===== src/hdl/escape_sequence_decoder_macros.svh =====
// assertion macros for the escape sequence decoder
`ifndef ESCAPE_SEQUENCE_DECODER_MACROS_SVH
`define ESCAPE_SEQUENCE_DECODER_MACROS_SVH

// same-cycle implication, checked at every clock edge out of reset
`define ESD_ASSERT_NOW(lbl, ante, cons, msg) \
  lbl: assert property (@(posedge clk) disable iff (!rst_n) (ante) |-> (cons)) \
    else $error(msg);

// next-cycle implication
`define ESD_ASSERT_NEXT(lbl, ante, cons, msg) \
  lbl: assert property (@(posedge clk) disable iff (!rst_n) (ante) |=> (cons)) \
    else $error(msg);

`endif


===== src/hdl/esd_pkg.sv =====
`default_nettype none
package esd_pkg;

  localparam int CHAR_W = 8;
  localparam int VAL_W  = 31;

  // parse mode codes
  localparam logic [1:0] MODE_PLAIN = 2'd0;
  localparam logic [1:0] MODE_ESC   = 2'd1;
  localparam logic [1:0] MODE_ZERO  = 2'd2;
  localparam logic [1:0] MODE_NUM   = 2'd3;

  // number base codes
  localparam logic [1:0] BASE_OCT = 2'd0;
  localparam logic [1:0] BASE_DEC = 2'd1;
  localparam logic [1:0] BASE_HEX = 2'd2;

  // configuration register index
  localparam logic REG_LITERAL_BACKSLASH = 1'b0;

  localparam logic [CHAR_W-1:0] BACKSLASH = 8'h5C;
  localparam logic [VAL_W-1:0]  VALUE_MAX = {VAL_W{1'b1}};

  // result buffer depth
  localparam int BUF_DEPTH = 4;

  typedef struct packed {
    logic [CHAR_W-1:0] out_char;
    logic              is_last;
  } result_t;

endpackage
`default_nettype wire


===== src/hdl/esd_ifs.sv =====
`default_nettype none
// input character channel
interface esd_in_if;
  logic                        valid;
  logic                        ready;
  logic [esd_pkg::CHAR_W-1:0]  in_char;
  modport source (output valid, output in_char, input ready);
  modport sink (input valid, input in_char, output ready);
endinterface

// decoded character channel
interface esd_out_if;
  logic                        valid;
  logic                        ready;
  logic [esd_pkg::CHAR_W-1:0]  out_char;
  logic                        is_last;
  modport source (output valid, output out_char, output is_last, input ready);
  modport sink (input valid, input out_char, input is_last, output ready);
endinterface
`default_nettype wire


===== src/hdl/escape_sequence_decoder.sv =====
`default_nettype none
// channel  | dir | handshake     | payload
// -------- | --- | ------------- | -----------------------
// in_ch    | in  | valid / ready | in_char[7:0]
// out_ch   | out | valid / ready | out_char[7:0], is_last
// apb cfg  | in  | psel/penable  | paddr[2:0], pwdata[31:0]
//
// one character request is taken per cycle; its zero, one or two results are
// decoded in the same cycle and written into a four-entry result buffer.
// results leave the buffer one per cycle while out_ch.ready is high, and
// in_ch.ready drops while more than two results wait in the buffer.
// rst_n (synchronous) clears the parse state, literal_backslash and the buffer.
`include "escape_sequence_decoder_macros.svh"

module escape_sequence_decoder
  import esd_pkg::*;
(
  input  wire logic        clk,
  input  wire logic        rst_n,
  esd_in_if.sink           in_ch,
  esd_out_if.source        out_ch,
  input  wire logic        psel,
  input  wire logic        penable,
  input  wire logic        pwrite,
  input  wire logic [2:0]  paddr,
  input  wire logic [31:0] pwdata,
  output logic      [31:0] prdata,
  output logic             pready
);

  localparam int PTR_W = $clog2(BUF_DEPTH);
  localparam int CNT_W = $clog2(BUF_DEPTH + 1);

  logic               lit_r;
  logic [1:0]         mode_r, mode_nxt;
  logic [1:0]         base_r, base_nxt;
  logic [VAL_W-1:0]   val_r, val_nxt;

  result_t            buf_r [BUF_DEPTH];
  logic [PTR_W-1:0]   wr_ptr_r, rd_ptr_r;
  logic [CNT_W-1:0]   cnt_r, cnt_nxt;

  logic               in_acc, out_acc;
  logic [CHAR_W-1:0]  c;
  logic [1:0]         n_res;
  result_t            res0, res1;

  // named escape lookup
  function automatic logic [CHAR_W:0] named_esc(input logic [CHAR_W-1:0] ch);
    logic [CHAR_W:0] r;
    r = '0;
    case (ch)
      8'h65:     r = {1'b1, 8'd27};
      8'h72:     r = {1'b1, 8'd13};
      8'h66:     r = {1'b1, 8'd12};
      8'h76:     r = {1'b1, 8'd11};
      8'h6E:     r = {1'b1, 8'd10};
      8'h74:     r = {1'b1, 8'd9};
      8'h62:     r = {1'b1, 8'd8};
      BACKSLASH: r = {1'b1, BACKSLASH};
      default:   r = '0;
    endcase
    return r;
  endfunction

  // apb port
  assign pready = 1'b1;
  assign prdata = (paddr[2] == REG_LITERAL_BACKSLASH) ? {31'b0, lit_r} : 32'b0;

  always_ff @(posedge clk) begin
    if (!rst_n) begin
      lit_r <= 1'b0;
    end else if (psel && penable && pwrite && pready
                 && paddr[2] == REG_LITERAL_BACKSLASH) begin
      lit_r <= pwdata[0];
    end
  end

  // handshakes
  assign in_ch.ready = (cnt_r <= CNT_W'(BUF_DEPTH - 2));
  assign in_acc      = in_ch.valid && in_ch.ready;
  assign out_acc     = out_ch.valid && out_ch.ready;
  assign c           = in_ch.in_char;

  // digit classification
  logic             is_dec, is_lo_hex, is_up_hex, is_digit;
  logic [3:0]       dig;
  logic [VAL_W+4:0] prod, acc_sum;
  logic [VAL_W-1:0] val_sat;

  always_comb begin
    is_dec    = (c inside {[8'h30:8'h39]});
    is_lo_hex = (c inside {[8'h61:8'h66]});
    is_up_hex = (c inside {[8'h41:8'h46]});
    dig       = is_dec ? c[3:0] : c[3:0] + 4'd9;
    case (base_r)
      BASE_OCT: is_digit = (c inside {[8'h30:8'h37]});
      BASE_DEC: is_digit = is_dec;
      default:  is_digit = is_dec || is_lo_hex || is_up_hex;
    endcase
  end

  // value times radix plus digit, saturating
  always_comb begin
    case (base_r)
      BASE_OCT: prod = {5'b0, val_r} << 3;
      BASE_DEC: prod = ({5'b0, val_r} << 3) + ({5'b0, val_r} << 1);
      default:  prod = {5'b0, val_r} << 4;
    endcase
    acc_sum = prod + {{(VAL_W+1){1'b0}}, dig};
    val_sat = (acc_sum > {5'b0, VALUE_MAX}) ? VALUE_MAX : acc_sum[VAL_W-1:0];
  end

  // plain text handling of the current character
  logic    plain_esc;
  result_t plain_res;
  logic [CHAR_W:0] named;

  assign plain_esc          = (c == BACKSLASH) && !lit_r;
  assign plain_res.out_char = c;
  assign plain_res.is_last  = (c == '0);
  assign named              = named_esc(c);

  // decode one character
  always_comb begin
    mode_nxt = MODE_PLAIN;
    base_nxt = base_r;
    val_nxt  = val_r;
    n_res    = 2'd0;
    res0     = '0;
    res1     = '0;
    case (mode_r)
      MODE_ESC: begin
        if (c == '0) begin
          res0  = '{out_char: BACKSLASH, is_last: 1'b0};
          res1  = '{out_char: '0, is_last: 1'b1};
          n_res = 2'd2;
        end else if (c == 8'h30) begin
          mode_nxt = MODE_ZERO;
        end else if (c == 8'h78) begin
          mode_nxt = MODE_NUM;
          base_nxt = BASE_HEX;
          val_nxt  = '0;
        end else if (named[CHAR_W]) begin
          res0  = '{out_char: named[CHAR_W-1:0], is_last: 1'b0};
          n_res = 2'd1;
        end else if (c inside {[8'h31:8'h39]}) begin
          mode_nxt = MODE_NUM;
          base_nxt = BASE_DEC;
          val_nxt  = {{(VAL_W-4){1'b0}}, c[3:0]};
        end else begin
          res0  = '{out_char: BACKSLASH, is_last: 1'b0};
          res1  = '{out_char: c, is_last: 1'b0};
          n_res = 2'd2;
        end
      end
      MODE_ZERO: begin
        if (c == 8'h78 || c == 8'h58) begin
          mode_nxt = MODE_NUM;
          base_nxt = BASE_HEX;
          val_nxt  = '0;
        end else if (c inside {[8'h30:8'h37]}) begin
          mode_nxt = MODE_NUM;
          base_nxt = BASE_OCT;
          val_nxt  = {{(VAL_W-4){1'b0}}, c[3:0]};
        end else begin
          res0 = '{out_char: '0, is_last: 1'b0};
          if (plain_esc) begin
            mode_nxt = MODE_ESC;
            n_res    = 2'd1;
          end else begin
            res1  = plain_res;
            n_res = 2'd2;
          end
        end
      end
      MODE_NUM: begin
        if (is_digit) begin
          mode_nxt = MODE_NUM;
          val_nxt  = val_sat;
        end else begin
          res0     = '{out_char: val_r[CHAR_W-1:0], is_last: 1'b0};
          val_nxt  = '0;
          base_nxt = BASE_OCT;
          if (plain_esc) begin
            mode_nxt = MODE_ESC;
            n_res    = 2'd1;
          end else begin
            res1  = plain_res;
            n_res = 2'd2;
          end
        end
      end
      default: begin
        if (plain_esc) begin
          mode_nxt = MODE_ESC;
        end else begin
          res0  = plain_res;
          n_res = 2'd1;
        end
      end
    endcase
  end

  // parse state
  always_ff @(posedge clk) begin
    if (!rst_n) begin
      mode_r <= MODE_PLAIN;
      base_r <= BASE_OCT;
      val_r  <= '0;
    end else if (in_acc) begin
      mode_r <= mode_nxt;
      base_r <= base_nxt;
      val_r  <= val_nxt;
    end
  end

  // result buffer
  always_comb begin
    cnt_nxt = cnt_r;
    if (in_acc) begin
      cnt_nxt = cnt_nxt + CNT_W'(n_res);
    end
    if (out_acc) begin
      cnt_nxt = cnt_nxt - CNT_W'(1);
    end
  end

  always_ff @(posedge clk) begin
    if (in_acc && n_res != 2'd0) begin
      buf_r[wr_ptr_r] <= res0;
    end
    if (in_acc && n_res == 2'd2) begin
      buf_r[wr_ptr_r + PTR_W'(1)] <= res1;
    end
  end

  always_ff @(posedge clk) begin
    if (!rst_n) begin
      wr_ptr_r <= '0;
      rd_ptr_r <= '0;
      cnt_r    <= '0;
    end else begin
      if (in_acc) begin
        wr_ptr_r <= wr_ptr_r + PTR_W'(n_res);
      end
      if (out_acc) begin
        rd_ptr_r <= rd_ptr_r + PTR_W'(1);
      end
      cnt_r <= cnt_nxt;
    end
  end

  assign out_ch.valid    = (cnt_r != '0);
  assign out_ch.out_char = buf_r[rd_ptr_r].out_char;
  assign out_ch.is_last  = buf_r[rd_ptr_r].is_last;

  // checks
  `ESD_ASSERT_NOW(a_buf_bound, 1'b1, cnt_r <= CNT_W'(BUF_DEPTH), "result buffer overflow")
  `ESD_ASSERT_NOW(a_room_on_accept, in_acc, cnt_r <= CNT_W'(BUF_DEPTH - 2), "no room for request")
  `ESD_ASSERT_NEXT(a_nul_ends, in_acc && c == '0, mode_r == MODE_PLAIN, "nul left escape open")
  `ESD_ASSERT_NEXT(a_drain, out_acc && !in_acc, cnt_r == $past(cnt_r) - CNT_W'(1), "bad drain count")

endmodule
`default_nettype wire

===== src/flat_wrapper.sv =====
// flat-port wrapper written by rule: the top's interface ports become plain ports
module escape_sequence_decoder_flat import esd_pkg::*;
  (clk, rst_n, psel, penable, pwrite, paddr, pwdata, prdata, pready, in_ch_valid, in_ch_in_char, in_ch_ready, out_ch_valid, out_ch_out_char, out_ch_is_last, out_ch_ready);
  esd_in_if in_ch_i ();
  esd_out_if out_ch_i ();
  input  wire logic clk;
  input  wire logic rst_n;
  input  wire logic psel;
  input  wire logic penable;
  input  wire logic pwrite;
  input  wire logic [2:0] paddr;
  input  wire logic [31:0] pwdata;
  output logic      [31:0] prdata;
  output logic pready;
  input wire logic [$bits(in_ch_i.valid)-1:0] in_ch_valid;
  input wire logic [$bits(in_ch_i.in_char)-1:0] in_ch_in_char;
  output wire logic [$bits(in_ch_i.ready)-1:0] in_ch_ready;
  output wire logic [$bits(out_ch_i.valid)-1:0] out_ch_valid;
  output wire logic [$bits(out_ch_i.out_char)-1:0] out_ch_out_char;
  output wire logic [$bits(out_ch_i.is_last)-1:0] out_ch_is_last;
  input wire logic [$bits(out_ch_i.ready)-1:0] out_ch_ready;
  assign in_ch_i.valid = in_ch_valid;
  assign in_ch_i.in_char = in_ch_in_char;
  assign in_ch_ready = in_ch_i.ready;
  assign out_ch_valid = out_ch_i.valid;
  assign out_ch_out_char = out_ch_i.out_char;
  assign out_ch_is_last = out_ch_i.is_last;
  assign out_ch_i.ready = out_ch_ready;
  escape_sequence_decoder u_core (.clk(clk), .rst_n(rst_n), .in_ch(in_ch_i), .out_ch(out_ch_i), .psel(psel), .penable(penable), .pwrite(pwrite), .paddr(paddr), .pwdata(pwdata), .prdata(prdata), .pready(pready));
endmodule

===== config.mk =====
export PLATFORM = sky130hd
export DESIGN_NAME = escape_sequence_decoder_flat
export DESIGN_NICKNAME = d
export VERILOG_FILES = /design/src/hdl/esd_pkg.sv /design/src/hdl/esd_ifs.sv /design/src/hdl/escape_sequence_decoder.sv /design/src/flat_wrapper.sv
export VERILOG_INCLUDE_DIRS = /design/src /design/src/hdl
export SDC_FILE = /design/constraint.sdc
export NUM_CORES = 1
export LEC_CHECK = 0
export ABC_AREA = 0
export BUFFER_PORTS_ARGS = -buffer_cell sky130_fd_sc_hd__buf_2
export CAP_MARGIN = 10
export CORE_MARGIN = 4
export CORE_UTILIZATION = 60
export DETAILED_ROUTE_END_ITERATION = 10
export PLACE_DENSITY_LB_ADDON = 0.12
export SKIP_LAST_GASP = 1
export SYNTH_ARGS = -nofsm -noshare
export SYNTH_HDL_FRONTEND = slang
export SYNTH_SLANG_ARGS = --single-unit

===== constraint.sdc =====
create_clock -name clk -period 5.5 [get_ports clk]
set_input_delay 1.1 -clock clk [delete_from_list [all_inputs] [get_ports clk]]
set_output_delay 1.1 -clock clk [all_outputs]
set_load 0.01 [all_outputs]

==> impl_metrics.tcl <==
set metrics [dict create \
    cp_data_arrival_time_ns 5.28 \
    layout_min_cycle_time_ns 5.01 \
    die_h_um 124 \
    num_antenna_cells 0 \
    core-area_um2 13200 \
    ys_seq_area_frac 0.243 \
    tightestPinTransition_ns 1.02 \
    ios 94 \
    detail_route.wl_per_cell_um 17.9 \
    synth_edf_count 36 \
    grt_pass1_wl_um 34900 \
    power_density_nw_per_um2 198 \
    power.leakage_nw 3.25 \
    drc_errors 0 \
    ant_nets 0 \
    slowest_delay_ns 0.44 \
    ctsResizeCount 0 \
    numCtsBuffers 9 \
    worstHoldStart "u_core.wr_ptr_r[0]$_SDFFE_PN0P_" \
    worst_hold_path_type "flip-flop to flip-flop" \
    first_pass_iters 5 \
    status "finished clean" \
    synth-seq-cells 81 \
    num_rows 42 \
    dpl.hpwl_um 16100 \
    async_flop_share 0 \
    start_util 0.615 \
    start_kind "primary input" \
    syn_inst 996 \
    tritoncts "built" \
    finalWirelength_um 20900 \
    whs_path_depth 2 \
    critical_path_class "primary input to flip-flop" \
    antenna_found_initial 0 \
    grt_use_total 0.269 \
    clock_path_buffers 2 \
    mostFrequentLayoutCell "nand2_1" \
    grt_pass1_vias 6883 \
    place_congestion 0.911 \
    slew_headroom 0.320 \
    synth_flop_cell "dfxtp_1" \
    synth_cell_type_count 96 \
    cts_setup_buffers 0 \
    vias 7320 \
    max_cap_viol_count 0 \
    port_buffers 28 \
    holdBufCountCts 0 \
    die-area_um2 15500 \
    reg2reg_setup_slack_ns 1.17 \
    end_kind "flip-flop" \
    path_cells "buf_2, inv_1, ha_1, o21bai_1, a21o_1, nand2_1, xnor2_1, inv_1, fa_1, nor2b_1, o21ai_0, nor2_1, nand2_1, nand2b_1, nor4_1, buf_4, and4_1, buf_4, a31oi_4, or2_1, a31oi_2" \
    finalHoldViolations 0 \
    crit_family "simple AND/OR/NAND/NOR gates" \
    place_inst 1155 \
    grt_max_degree 49 \
    die_w_um 124 \
    grt_overflow 0 \
    via_per_inst 6.25 \
    cts.sinks 81 \
    rsz0062_at_grt "no" \
    drive_gt1_frac 0.121 \
    slew_violations 0 \
    synth_area_per_cell_um2 8.17 \
    rr_startpoint "u_core.val_r[2]$_SDFFE_PN0P_" \
    max_freq_ghz 0.200 \
    yosysWarnings 0 \
    setup_tns_ns 0 \
    finish.net_count 1083 \
    critical_path.max_fanout 10 \
    worstReg2RegEnd "u_core.val_r[1]$_SDFFE_PN0P_" \
    ir_worst_vdd_mv 0.159 \
    worst_skew_pair.late_latency_ns 0.34 \
    path_buf_inv 5 \
    final_util 0.642 \
    worst_r2r_path_depth 15 \
    fin_skew_ns 0.00701 \
    slowest_stage "fa_1" \
    timing.final.crit_share 0.911 \
    n_fill_cell 1195 \
    initialDrtViolationCount 619 \
    stdcell_count 1171 \
    whs_endpoint "u_core.wr_ptr_r[0]$_SDFFE_PN0P_" \
    fin_hold_ws_ns 0.529 \
    path_clk_slew_ns 0.06 \
    root_buffer "clkbuf_16" \
    finalPower_mw 1.69 \
    cts_max_level 3 \
    area_delta_synth_final_pct 4.37 \
    synth_area_um2 8140 \
    worstPathRequired_ns 5.77 \
    mostFrequentLayoutCells "nand2_1 (105), a21oi_1 (80), nor2_1 (68)" \
    finalSetupViolations 0 \
]
-- cell usage after synthesis (6+ instances only) --
cell      count  area [µm²]
a21o_1        9        67.6
nand4b_1      6        52.6
nand3_1      37         185
nand4_1      14        87.6
o221ai_1      6        52.6
dfxtp_1      45         901
nor2b_1      15        93.8
buf_6        10         113
a211oi_1      8        60.1
a221oi_1      7        61.3
o21a_1       17         128
and2_1       20         125
edfxtp_1     36        1080
xor2_1       23         201
a21oi_1      80         400
inv_1        24        90.1
xnor2_1      18         158
a22o_1       13         114
nor3_1       21         105
clkbuf_1     32         120
buf_2        11        55.1
nand2_1     105         394
a21oi_2       6        52.6
a31oi_1       6        37.5
a21boi_0      7        52.6
mux4_2        9         203
o21ai_0      55         275
o21ai_1       6        30.0
buf_4        36         270
mux2i_1      31         310
a221o_1       9        90.1
nand2b_1     14        87.6
o211ai_1     10        75.1
o21bai_1      6        45.0
nor2_1       68         255
ha_1         40         500
and3_1       17         106
-- through the flow --
step | area, µm² | setup WS, ns
2_1_floorplan | 8250 | 0.889
4_1_cts | 8500 | 0.524
3_3_place_gp | 8190 | 0.221
6_report | 8500 | 0.490
3_5_place_dp | 8190 | 0.194
5_1_grt | 8500 | 0.0661
-- worst register-to-register path, delay by kind of cell, from the launching register on --
family / cells / cell delay (ns)
flip-flops: 1 / 0.54
buffers and inverters: 2 / 0.19
AND/OR/NAND/NOR: 5 / 1.31
adder cells (fa/ha/maj): 2 / 0.66
AO/OA/AOI/OAI: 6 / 1.54
-- per-layer routing --
metal  up-vias  track usage  wire [µm]
met1      3415        0.357       9370
met5         -            0          0
li1       3634            -          -
met4         0       0.0974        594
met2       229        0.453       9950
met3        42       0.0300       1010
-- flip-flops by register name, indices dropped and copies added, names as in the netlist, named ones only --
signal / cells
u_core.rd_ptr_r: 2
u_core.base_r: 2
u_core.mode_r: 2
u_core.buf_r: 36
u_core.wr_ptr_r: 2
u_core.val_r: 31
u_core.lit_r: 1
u_core.cnt_r: 3
-- where the power goes --
part	leakage [nW]	internal, mW	switching, mW
clock	0.149	0.364	0.240
combinational	2.41	0.166	0.180
sequential	0.694	0.688	0.0474
-- worst max-delay path by stage --
stage / endpoint / cells after the start / from
3_5_place_dp: u_core.val_r[1]$_SDFFE_PN0P_ / 21 / in_ch_in_char[0]
3_3_place_gp: u_core.val_r[1]$_SDFFE_PN0P_ / 21 / in_ch_in_char[0]
5_1_grt: u_core.val_r[5]$_SDFFE_PN0P_ / 22 / in_ch_in_char[0]
2_1_floorplan: u_core.val_r[0]$_SDFFE_PN0P_ / 20 / in_ch_in_char[1]
6_report: u_core.val_r[1]$_SDFFE_PN0P_ / 21 / in_ch_in_char[0]
4_1_cts: u_core.val_r[1]$_SDFFE_PN0P_ / 21 / in_ch_in_char[0]
-- area by class of cell --
cell class | instances | area [µm²] | area share
clock inverters | 6 | 65.1 | 0.00766
flip-flops and latches | 81 | 1980 | 0.233
repair buffers | 47 | 295 | 0.0348
well taps | 176 | 220 | 0.0259
clock buffers | 10 | 239 | 0.0281
inverters | 24 | 90.1 | 0.0106
multi-input cells | 827 | 5600 | 0.660
-- cells by family after synthesis --
| kind of cell | count (synthesis) | share of synthesized area |
|---|---|---|
| simple gates | 371 | 0.241 |
| flops | 81 | 0.243 |
| mux | 41 | 0.0644 |
| xor+xnor | 41 | 0.0441 |
| other cells | 2 | 0.000923 |
| fa+ha+maj | 43 | 0.0689 |
| buf+inv | 118 | 0.0819 |
| compound gates | 299 | 0.256 |
Note: power is estimated with default switching activity, not from simulation.
